### src/rtl/core/josephus_permutation_generator_macros.svh
// ----------------------------------------------------------------------------
// Josephus permutation generator assertion macros
// Shared property wrappers, clocked on clk and disabled while rst_n is low.
// ----------------------------------------------------------------------------
`ifndef JOSEPHUS_PERMUTATION_GENERATOR_MACROS_SVH
`define JOSEPHUS_PERMUTATION_GENERATOR_MACROS_SVH

// Consequent must hold in the same cycle as the antecedent.
`define JPG_ASSERT_SAME(label, ante, cons, msg) \
    label: assert property (@(posedge clk) disable iff (!rst_n) (ante) |-> (cons)) \
        else $error(msg);

// Consequent must hold in the cycle after the antecedent.
`define JPG_ASSERT_NEXT(label, ante, cons, msg) \
    label: assert property (@(posedge clk) disable iff (!rst_n) (ante) |=> (cons)) \
        else $error(msg);

`endif

### src/rtl/core/jpg_pkg.sv
// ----------------------------------------------------------------------------
// Josephus permutation generator package
// Field widths, the default circle size and the sequencer state type.
// ----------------------------------------------------------------------------
package jpg_pkg;

    localparam int POS_W     = 7;
    localparam int IN_W      = 7;
    localparam int MAX_N_DEF = 64;

    typedef enum logic [1:0] {
        ST_IDLE,
        ST_FILL,
        ST_MOVE,
        ST_EMIT
    } jpg_state_t;

endpackage

### src/rtl/core/josephus_permutation_generator.sv
// ----------------------------------------------------------------------------
// Josephus permutation generator
// Fills a circular queue with positions 1 to n, then repeatedly rotates k-1
// entries from head to tail and removes the head, emitting it.
// ----------------------------------------------------------------------------
// A start word carries n_count and step_k and produces n result words, the
// last one flagged by last_out; an n_count of zero produces nothing, an
// n_count above MAX_N is taken as MAX_N and a step_k of zero acts as one.
// The queue lives in a single memory with one write and one read port, and
// every queue move passes through it: a run first fills the queue, then per
// result makes k-1 rotations and one removal and loads the result register,
// waiting while the output is stalled. The block takes a new start word only
// once the previous run has handed its last result to the output register.
`include "josephus_permutation_generator_macros.svh"

module josephus_permutation_generator #(
    parameter int MAX_N = jpg_pkg::MAX_N_DEF
) (
    input  logic                      clk,
    input  logic                      rst_n,
    input  logic                      in_valid,
    output logic                      in_stall,
    input  logic [jpg_pkg::IN_W-1:0]  n_count,
    input  logic [jpg_pkg::IN_W-1:0]  step_k,
    output logic                      out_valid,
    input  logic                      out_stall,
    output logic [jpg_pkg::POS_W-1:0] position,
    output logic                      last_out
);

    import jpg_pkg::*;

    localparam int CNT_W = $clog2(MAX_N + 1);
    localparam int AW    = (MAX_N > 1) ? $clog2(MAX_N) : 1;
    localparam logic [CNT_W-1:0] MAX_N_C = CNT_W'(MAX_N);

    logic [POS_W-1:0] ring_mem [MAX_N];
    logic [POS_W-1:0] rd_data_reg;

    jpg_state_t       state_reg,    state_next;
    logic [CNT_W-1:0] cap_reg,      cap_next;
    logic [IN_W-1:0]  k_reg,        k_next;
    logic [AW-1:0]    head_reg,     head_next;
    logic [AW-1:0]    tail_reg,     tail_next;
    logic [CNT_W-1:0] cnt_reg,      cnt_next;
    logic [IN_W-1:0]  rot_cnt_reg,  rot_cnt_next;
    logic             wr_pend_reg,  wr_pend_next;
    logic             out_vld_reg,  out_vld_next;
    logic [POS_W-1:0] pos_reg,      pos_next;
    logic             last_reg,     last_next;

    logic             mem_we;
    logic [AW-1:0]    mem_waddr;
    logic [POS_W-1:0] mem_wdata;
    logic             mem_re;
    logic [AW-1:0]    mem_raddr;

    logic             in_take;
    logic             load_out;
    logic             rotating;
    logic             run_done;
    logic [CNT_W-1:0] cnt_inc;
    logic [AW-1:0]    wrap_addr;
    logic [AW-1:0]    head_inc;
    logic [AW-1:0]    tail_inc;
    logic [CNT_W-1:0] n_eff;

    assign in_stall  = (state_reg != ST_IDLE);
    assign in_take   = in_valid && !in_stall;
    assign out_valid = out_vld_reg;
    assign position  = pos_reg;
    assign last_out  = last_reg;

    assign cnt_inc   = cnt_reg + 1'b1;
    assign wrap_addr = AW'(cap_reg - 1'b1);
    assign head_inc  = (head_reg == wrap_addr) ? '0 : head_reg + 1'b1;
    assign tail_inc  = (tail_reg == wrap_addr) ? '0 : tail_reg + 1'b1;
    assign rotating  = ({1'b0, rot_cnt_reg} + 8'd1) < {1'b0, k_reg};
    assign load_out  = (state_reg == ST_EMIT) && (!out_vld_reg || !out_stall);
    assign run_done  = (cnt_inc == cap_reg);
    assign n_eff     = (int'(n_count) > MAX_N) ? MAX_N_C : CNT_W'(n_count);

    always_ff @(posedge clk)
    begin
        if (mem_we)
        begin
            ring_mem[mem_waddr] <= mem_wdata;
        end
        if (mem_re)
        begin
            if (mem_we && (mem_waddr == mem_raddr))
            begin
                rd_data_reg <= mem_wdata;
            end
            else
            begin
                rd_data_reg <= ring_mem[mem_raddr];
            end
        end
    end

    always_ff @(posedge clk or negedge rst_n)
    begin
        if (!rst_n)
        begin
            state_reg   <= ST_IDLE;
            cap_reg     <= '0;
            k_reg       <= '0;
            head_reg    <= '0;
            tail_reg    <= '0;
            cnt_reg     <= '0;
            rot_cnt_reg <= '0;
            wr_pend_reg <= 1'b0;
            out_vld_reg <= 1'b0;
            last_reg    <= 1'b0;
        end
        else
        begin
            state_reg   <= state_next;
            cap_reg     <= cap_next;
            k_reg       <= k_next;
            head_reg    <= head_next;
            tail_reg    <= tail_next;
            cnt_reg     <= cnt_next;
            rot_cnt_reg <= rot_cnt_next;
            wr_pend_reg <= wr_pend_next;
            out_vld_reg <= out_vld_next;
            last_reg    <= last_next;
        end
    end

    always_ff @(posedge clk)
    begin
        pos_reg <= pos_next;
    end

    always_comb
    begin
        state_next   = state_reg;
        cap_next     = cap_reg;
        k_next       = k_reg;
        head_next    = head_reg;
        tail_next    = tail_reg;
        cnt_next     = cnt_reg;
        rot_cnt_next = rot_cnt_reg;
        wr_pend_next = 1'b0;
        pos_next     = pos_reg;
        last_next    = last_reg;
        out_vld_next = out_stall ? out_vld_reg : 1'b0;
        mem_we       = 1'b0;
        mem_waddr    = tail_reg;
        mem_wdata    = rd_data_reg;
        mem_re       = 1'b0;
        mem_raddr    = head_reg;

        // A rotated word is written back to the tail in the cycle after its read.
        if (wr_pend_reg)
        begin
            mem_we    = 1'b1;
            tail_next = tail_inc;
        end

        case (state_reg)
            ST_IDLE:
            begin
                if (in_take && (n_count != '0))
                begin
                    cap_next   = n_eff;
                    k_next     = (step_k == '0) ? IN_W'(1) : step_k;
                    head_next  = '0;
                    tail_next  = '0;
                    cnt_next   = '0;
                    state_next = ST_FILL;
                end
            end
            ST_FILL:
            begin
                mem_we    = 1'b1;
                mem_wdata = POS_W'(cnt_inc);
                tail_next = tail_inc;
                if (run_done)
                begin
                    cnt_next     = '0;
                    rot_cnt_next = '0;
                    state_next   = ST_MOVE;
                end
                else
                begin
                    cnt_next = cnt_inc;
                end
            end
            ST_MOVE:
            begin
                mem_re    = 1'b1;
                head_next = head_inc;
                if (rotating)
                begin
                    rot_cnt_next = rot_cnt_reg + 1'b1;
                    wr_pend_next = 1'b1;
                end
                else
                begin
                    rot_cnt_next = '0;
                    state_next   = ST_EMIT;
                end
            end
            ST_EMIT:
            begin
                if (load_out)
                begin
                    out_vld_next = 1'b1;
                    pos_next     = rd_data_reg;
                    last_next    = run_done;
                    cnt_next     = cnt_inc;
                    state_next   = run_done ? ST_IDLE : ST_MOVE;
                end
            end
            default:
            begin
                state_next = ST_IDLE;
            end
        endcase
    end

    `JPG_ASSERT_NEXT(a_start_fills, in_take && (n_count != '0), state_reg == ST_FILL,
        "Accepted start word did not begin the fill phase.")
    `JPG_ASSERT_NEXT(a_last_ends_run, load_out && run_done,
        state_reg == ST_IDLE && out_vld_reg && last_reg,
        "Final result did not end the run.")
    `JPG_ASSERT_SAME(a_ptr_in_ring, state_reg != ST_IDLE,
        {1'b0, head_reg} < {1'b0, cap_reg} && {1'b0, tail_reg} < {1'b0, cap_reg},
        "Queue pointer left the ring.")
    `JPG_ASSERT_SAME(a_pend_after_move, wr_pend_reg,
        state_reg == ST_MOVE || state_reg == ST_EMIT,
        "Pending rotation write outside the move phase.")

endmodule

### config.mk
export PLATFORM = sky130hd
export DESIGN_NAME = josephus_permutation_generator
export DESIGN_NICKNAME = d
export VERILOG_FILES = /design/src/rtl/core/jpg_pkg.sv /design/src/rtl/core/josephus_permutation_generator.sv
export VERILOG_INCLUDE_DIRS = /design/src /design/src/rtl/core
export SDC_FILE = /design/constraint.sdc
export NUM_CORES = 1
export LEC_CHECK = 0
export BUFFER_PORTS_ARGS = -buffer_cell sky130_fd_sc_hd__buf_2
export CORE_UTILIZATION = 36
export CTS_BUF_LIST = sky130_fd_sc_hd__clkbuf_8
export CTS_CLUSTER_SIZE = 25
export DETAILED_ROUTE_END_ITERATION = 7
export SYNTH_ARGS = -nofsm -noshare
export SYNTH_HDL_FRONTEND = slang
export SYNTH_SLANG_ARGS = --single-unit
### constraint.sdc
create_clock -name clk -period 4.66 [get_ports clk]
set_input_delay 0.466 -clock clk [delete_from_list [all_inputs] [get_ports clk]]
set_output_delay 0.466 -clock clk [all_outputs]
set_load 0.02 [all_outputs]
== Yosys cells after proc, flatten, opt, wreduce, memory -nomap -nowiden ==
Memory sizes are Yosys's and may differ from the RTL's. A register that Yosys moved wholly into a read port is not among the register bits.
Index checks and enable logic that the tools add are counted.

* Memory bits (writable): 448
* Bits in read-only memories: 0
* Output and inout port bits: 10
* Logic and storage cells: 83
* Memories: 1
* Register bits after elaboration: 52
* Latch bits: 0

{| class="wikitable"
|+ Memory list
! name !! depth !! bits a word !! read ports !! clocked after memory_dff !! wr ports !! RTL line !! text
|-
| ring_mem || 64 || 7 || 1 || 1 || 1 || josephus_permutation_generator.sv:37 || <nowiki>logic [POS_W-1:0] ring_mem [MAX_N];</nowiki>
|}

* Div/mod/pow operators: 0
* Order comparisons: 2
* Bitwise logic cells: 0
* Equal/unequal tests: 10
* $mul: 0
* Multiplexer cells: 33
* Add/subtract/negate cells: 6
* Shifts and indexed selects: 0
* Reductions and logical operators: 20

{| class="wikitable"
|+ Operator list
! operator !! count
|-
| $mux W7 || 8
|-
| $mux W6 || 5
|-
| $pmux W6 S2 || 2
|-
| $pmux W7 S3 || 1
|-
| $add A7 B1 Y7 const B || 2
|-
| $pmux W7 S2 || 1
|-
| $add A6 B1 Y6 const B || 2
|-
| $eq A6 B6 Y1 || 2
|-
| $mux W1 || 10
|-
| $mux W2 || 5
|-
| $add A7 B1 Y8 const B || 1
|-
| $lt A8 B7 Y1 || 1
|-
| $ne A2 B2 Y1 const B || 4
|-
| $pmux W2 S4 || 1
|-
| $reduce_and A2 Y1 || 4
|-
| $eq A7 B7 Y1 || 1
|-
| $gt A7 B7 Y1 const B || 1
|-
| $logic_not A7 Y1 || 1
|-
| $reduce_bool A7 Y1 || 1
|-
| $reduce_bool A2 Y1 || 3
|-
| $sub A6 B1 Y6 const B || 1
|-
| $eq A2 B2 Y1 const B || 2
|-
| $reduce_and A4 Y1 || 1
|-
| $logic_and A1 B1 Y1 || 3
|-
| other kinds (6) || 8
|}

== Longest topological paths before layout ==
* Depth in word-level cells: 6
* Mapped depth: 12
* Mapped depth without buffers: 12

== Worst setup path after synthesis ==
No wires, ideal clock.

* Path type: register -> register
* Start point: register cnt_reg[0]
* End point: memory ring_mem[0][4], data pin
* Path buffers: 0
* Period minus slack after synthesis: 4.295 ns
* Path slack: 0.365 ns
* Arrival time: 3.584 ns
* Stages on the path, launching flop included: 5
* Required time: 3.949 ns
* Setup time: 0.711 ns
* Cell sequence: dfrtp_1 > ha_1 > and3_1 > xnor2_1 > o21ai_0

* Longest elaborated chain between the ends: 2

{| class="wikitable"
|+ RTL lines
! element !! RTL line !! text
|-
| start: declaration || josephus_permutation_generator.sv:45 || <nowiki>logic [CNT_W-1:0] cnt_reg, cnt_next;</nowiki>
|-
| start signal: assignment || josephus_permutation_generator.sv:124 || <nowiki>cnt_reg <= cnt_next;</nowiki>
|-
| $add A7 B1 Y7 || josephus_permutation_generator.sv:74 || <nowiki>assign cnt_inc = cnt_reg + 1'b1;</nowiki>
|-
| $mux W7 || josephus_permutation_generator.sv:163 || <nowiki>case (state_reg)</nowiki>
|-
| named net mem_wdata[4] || josephus_permutation_generator.sv:54 || <nowiki>logic [POS_W-1:0] mem_wdata;</nowiki>
|-
| end: declaration || josephus_permutation_generator.sv:37 ||
|}

The timed path passes the listed nets, and every way through them passes these cells.

==> flow_metrics.tcl <==
set metrics [dict create \
    ir_worst_vdd_mv 0.417 \
    clockPowerShare 0.225 \
    core_area_mm2 0.0578 \
    power_frac_comb 0.333 \
    die_h_um 244 \
    grt.overflow.total 0 \
    drtPass1Iterations 7 \
    worstPathRequired_ns 5.07 \
    tightest_slew_ns 1.37 \
    ff2ff_path_depth 7 \
    synth-main-ff-cell "edfxtp_1" \
    wirelength_met1_um 21100 \
    min_period_over_period 0.707 \
    crit_path_start_kind "flip-flop" \
    cts_tree "done" \
    ff2ff_setup_slack_ns 1.37 \
    rsz0062_at_grt "false" \
    synth_seq_cells 507 \
    cts_root_buf "clkbuf_8" \
    postRouteAntennaNets 0 \
    arrival_ns 3.70 \
    top_layer "met4" \
    switchingPower_mw 5.42 \
    setup-tns-final_ns 0 \
    crit_end "rd_data_reg[2]" \
    boundaryPins 28 \
    setup_slack_ns 1.37 \
    grt_max_degree 66 \
    wl_per_cell_um 23.5 \
    syn-num-nets 1217 \
    timing.rr.end "rd_data_reg[2]" \
    status "completed" \
    worstSetupStartpoint "head_reg[1]" \
    synth_top_area_frac 0.658 \
    insertion_delay_ns 0.66 \
    reg2reg_from "head_reg[1]" \
    die-area_mm2 0.0595 \
    cts_made_buffers 83 \
    synth_edf_count 462 \
    worstPathMaxFanout 52 \
    cts.clk_slew.worst_paths_ns 0.07 \
    grt.total_usage 0.166 \
    syn_inst 1188 \
    place_worst_setup_slack_ns 1.37 \
    cts_max_path_buffers 3 \
    io_buffers 27 \
    regMostFlops "ring_mem" \
    synth_cell_types 66 \
    crit_type "reg -> reg" \
    pwr-share-seq 0.442 \
    yosysSeqAreaShare 0.712 \
    area_delta_synth_final_pct 11.6 \
    synth.avg_cell_area_um2 17.7 \
    powerDensity_mw_per_mm2 654 \
    relSlewSlack 0.0871 \
    htreeDepth 3 \
    hpwl_um 29800 \
    finalHoldViolations 0 \
    largest_reg_flops 448 \
    num_vias 11200 \
    antenna_cells 0 \
    setup_viol 0 \
    min_period_ns 3.29 \
    post-synth-top-area-cell "edfxtp_1" \
    avgViaCountPerCell 5.40 \
    finalClockSkew_ns 0.0280 \
    async_flop_share 0.0888 \
    drtIter0Drc 1009 \
    initial_utilization 0.365 \
    grt_pass1_wl_um 73100 \
    die-width_um 244 \
    numClockSinks 507 \
    rows 88 \
    final_nets 1279 \
    synth_area_mm2 0.0211 \
    yosys-top-cells-count "462 x edfxtp_1, 110 x mux4_2, 88 x nor2_1" \
    hold_path.class "in -> async" \
    dr_wl_met3_um 3040 \
    ctsHoldBuffers 0 \
    place.gp.congestion 0.793 \
    cap_violations 0 \
    leakage_nw 7.76 \
    route.met2.wl_um 23500 \
    yosysWarnings 0 \
    grt_pass1_vias 11300 \
    antenna_found_initial 0 \
    cts_repair_resize_count 0 \
    cts_setup_buffers 0 \
    synthTopCellsByArea "edfxtp_1 66%, mux4_2 12%, dfrtp_1 5.3%, nor2_1 1.6%, mux2i_1 1.2%" \
    critPathCaptureType "flip-flop" \
    intPower_mw 9.97 \
    finalMaxSlewViolations 0 \
    drc_errors 0 \
    final_layout_size_suffix_gt1_frac 0.231 \
    switching_share 0.352 \
    yosysMostFrequentCell "edfxtp_1" \
    fmax_ghz 0.304 \
    wl_um 48900 \
]
-- power by group through the flow --
stage | Sequential [mW] | Clock, mW | Combinational, mW
CTS | 6.80 | 3.57 | 5.20
floorplan | 6.62 | 0 | 3.71
global placement | 6.87 | 0 | 5.09
global route | 6.85 | 3.76 | 5.53
detailed placement | 6.89 | 0 | 5.17
finish | 6.79 | 3.47 | 5.13
-- worst max-delay path, stage by stage, from the launching register on --
cell	delay [ns]
dfrtp_4	0.92
buf_4	0.50
mux4_2	0.39
mux2i_1	0.18
o22ai_1	0.12
nor3_1	0.46
a311oi_1	0.10
mux2_2	0.28
-- cells by family (layout without fill, tap and decap cells) --
kind of cell,Yosys count,after routing,synth area share
flops,507,507,0.712
simple gates,261,261,0.0594
buf+inv,87,213,0.0213
compound gates,134,134,0.0443
xor+xnor,34,34,0.0167
fa+ha+maj,11,11,0.00653
mux,154,154,0.140
-- worst min path at each step --
stage | from | endpoint | slack [ns]
2_1_floorplan | rst_n | cap_reg[0] | 0.17
3_3_place_gp | last_out | last_out | 0.46
3_5_place_dp | last_out | last_out | 0.47
4_1_cts | rst_n | cnt_reg[5] | 0.002
5_1_grt | step_k[6] | k_reg[6] | 0.05
6_report | rst_n | cnt_reg[5] | 0.004
-- metrics by stage --
step / util / power (mW) / instances / instance area [µm²] / hold WS (ns)
6_report: 0.407 / 15.4 / 2079 / 23500 / 0.00401
5_1_grt: 0.407 / 16.1 / 2079 / 23500 / 0.0550
2_1_floorplan: - / 10.3 / 1188 / 21100 / 0.170
3_3_place_gp: 0.382 / 12.0 / 1930 / 22100 / 0.462
4_1_cts: 0.407 / 15.6 / 2079 / 23500 / 0.00224
3_5_place_dp: 0.382 / 12.1 / 1930 / 22100 / 0.466
-- final cells by class --
type                    count  area (µm²)
well taps                 765         957
clock inverters            62         270
fillers                  5195       34300
inverters                  19        71.3
repair buffers             45         308
clock buffers              87        1200
multi-input cells         594        5710
flip-flops and latches    507       15000
-- cells in the final DEF, fill, tap and decap left out, types with 5 or more instances in the layout --
| cell | netlist | routed |
|---|---|---|
| edfxtp_1 | 462 | 462 |
| nor2_1 | 88 | 88 |
| or2_2 | 6 | 6 |
| nor3_1 | 7 | 7 |
| clkinvlp_4 | 0 | 5 |
| mux2i_1 | 26 | 26 |
| a21o_1 | 12 | 12 |
| xnor2_1 | 23 | 23 |
| o21ai_0 | 24 | 21 |
| nand2_1 | 62 | 61 |
| inv_1 | 19 | 51 |
| dfrtp_1 | 45 | 42 |
| mux2_2 | 17 | 17 |
| a22oi_1 | 18 | 18 |
| xor2_1 | 7 | 7 |
| ha_1 | 11 | 11 |
| a21oi_1 | 22 | 22 |
| nand2b_1 | 17 | 17 |
| a311oi_1 | 6 | 6 |
| buf_2 | 17 | 27 |
| clkinv_1 | 0 | 13 |
| mux4_2 | 110 | 110 |
| clkinv_2 | 0 | 11 |
| and3_1 | 12 | 12 |
| nor2b_1 | 12 | 12 |
| a211oi_1 | 6 | 6 |
| buf_4 | 8 | 15 |
| nand3_1 | 28 | 28 |
| nand4_1 | 5 | 5 |
| o22ai_1 | 12 | 12 |
| clkbuf_8 | 0 | 87 |
-- per-layer routing --
| layer | vias to the layer above | track usage |
|---|---|---|
| met5 | - | 0 |
| met4 | 0 | 0.0634 |
| met3 | 76 | 0.0365 |
| met2 | 401 | 0.260 |
| met1 | 5889 | 0.226 |
| li1 | 4865 | - |
Power figures use the tool's default switching activity.
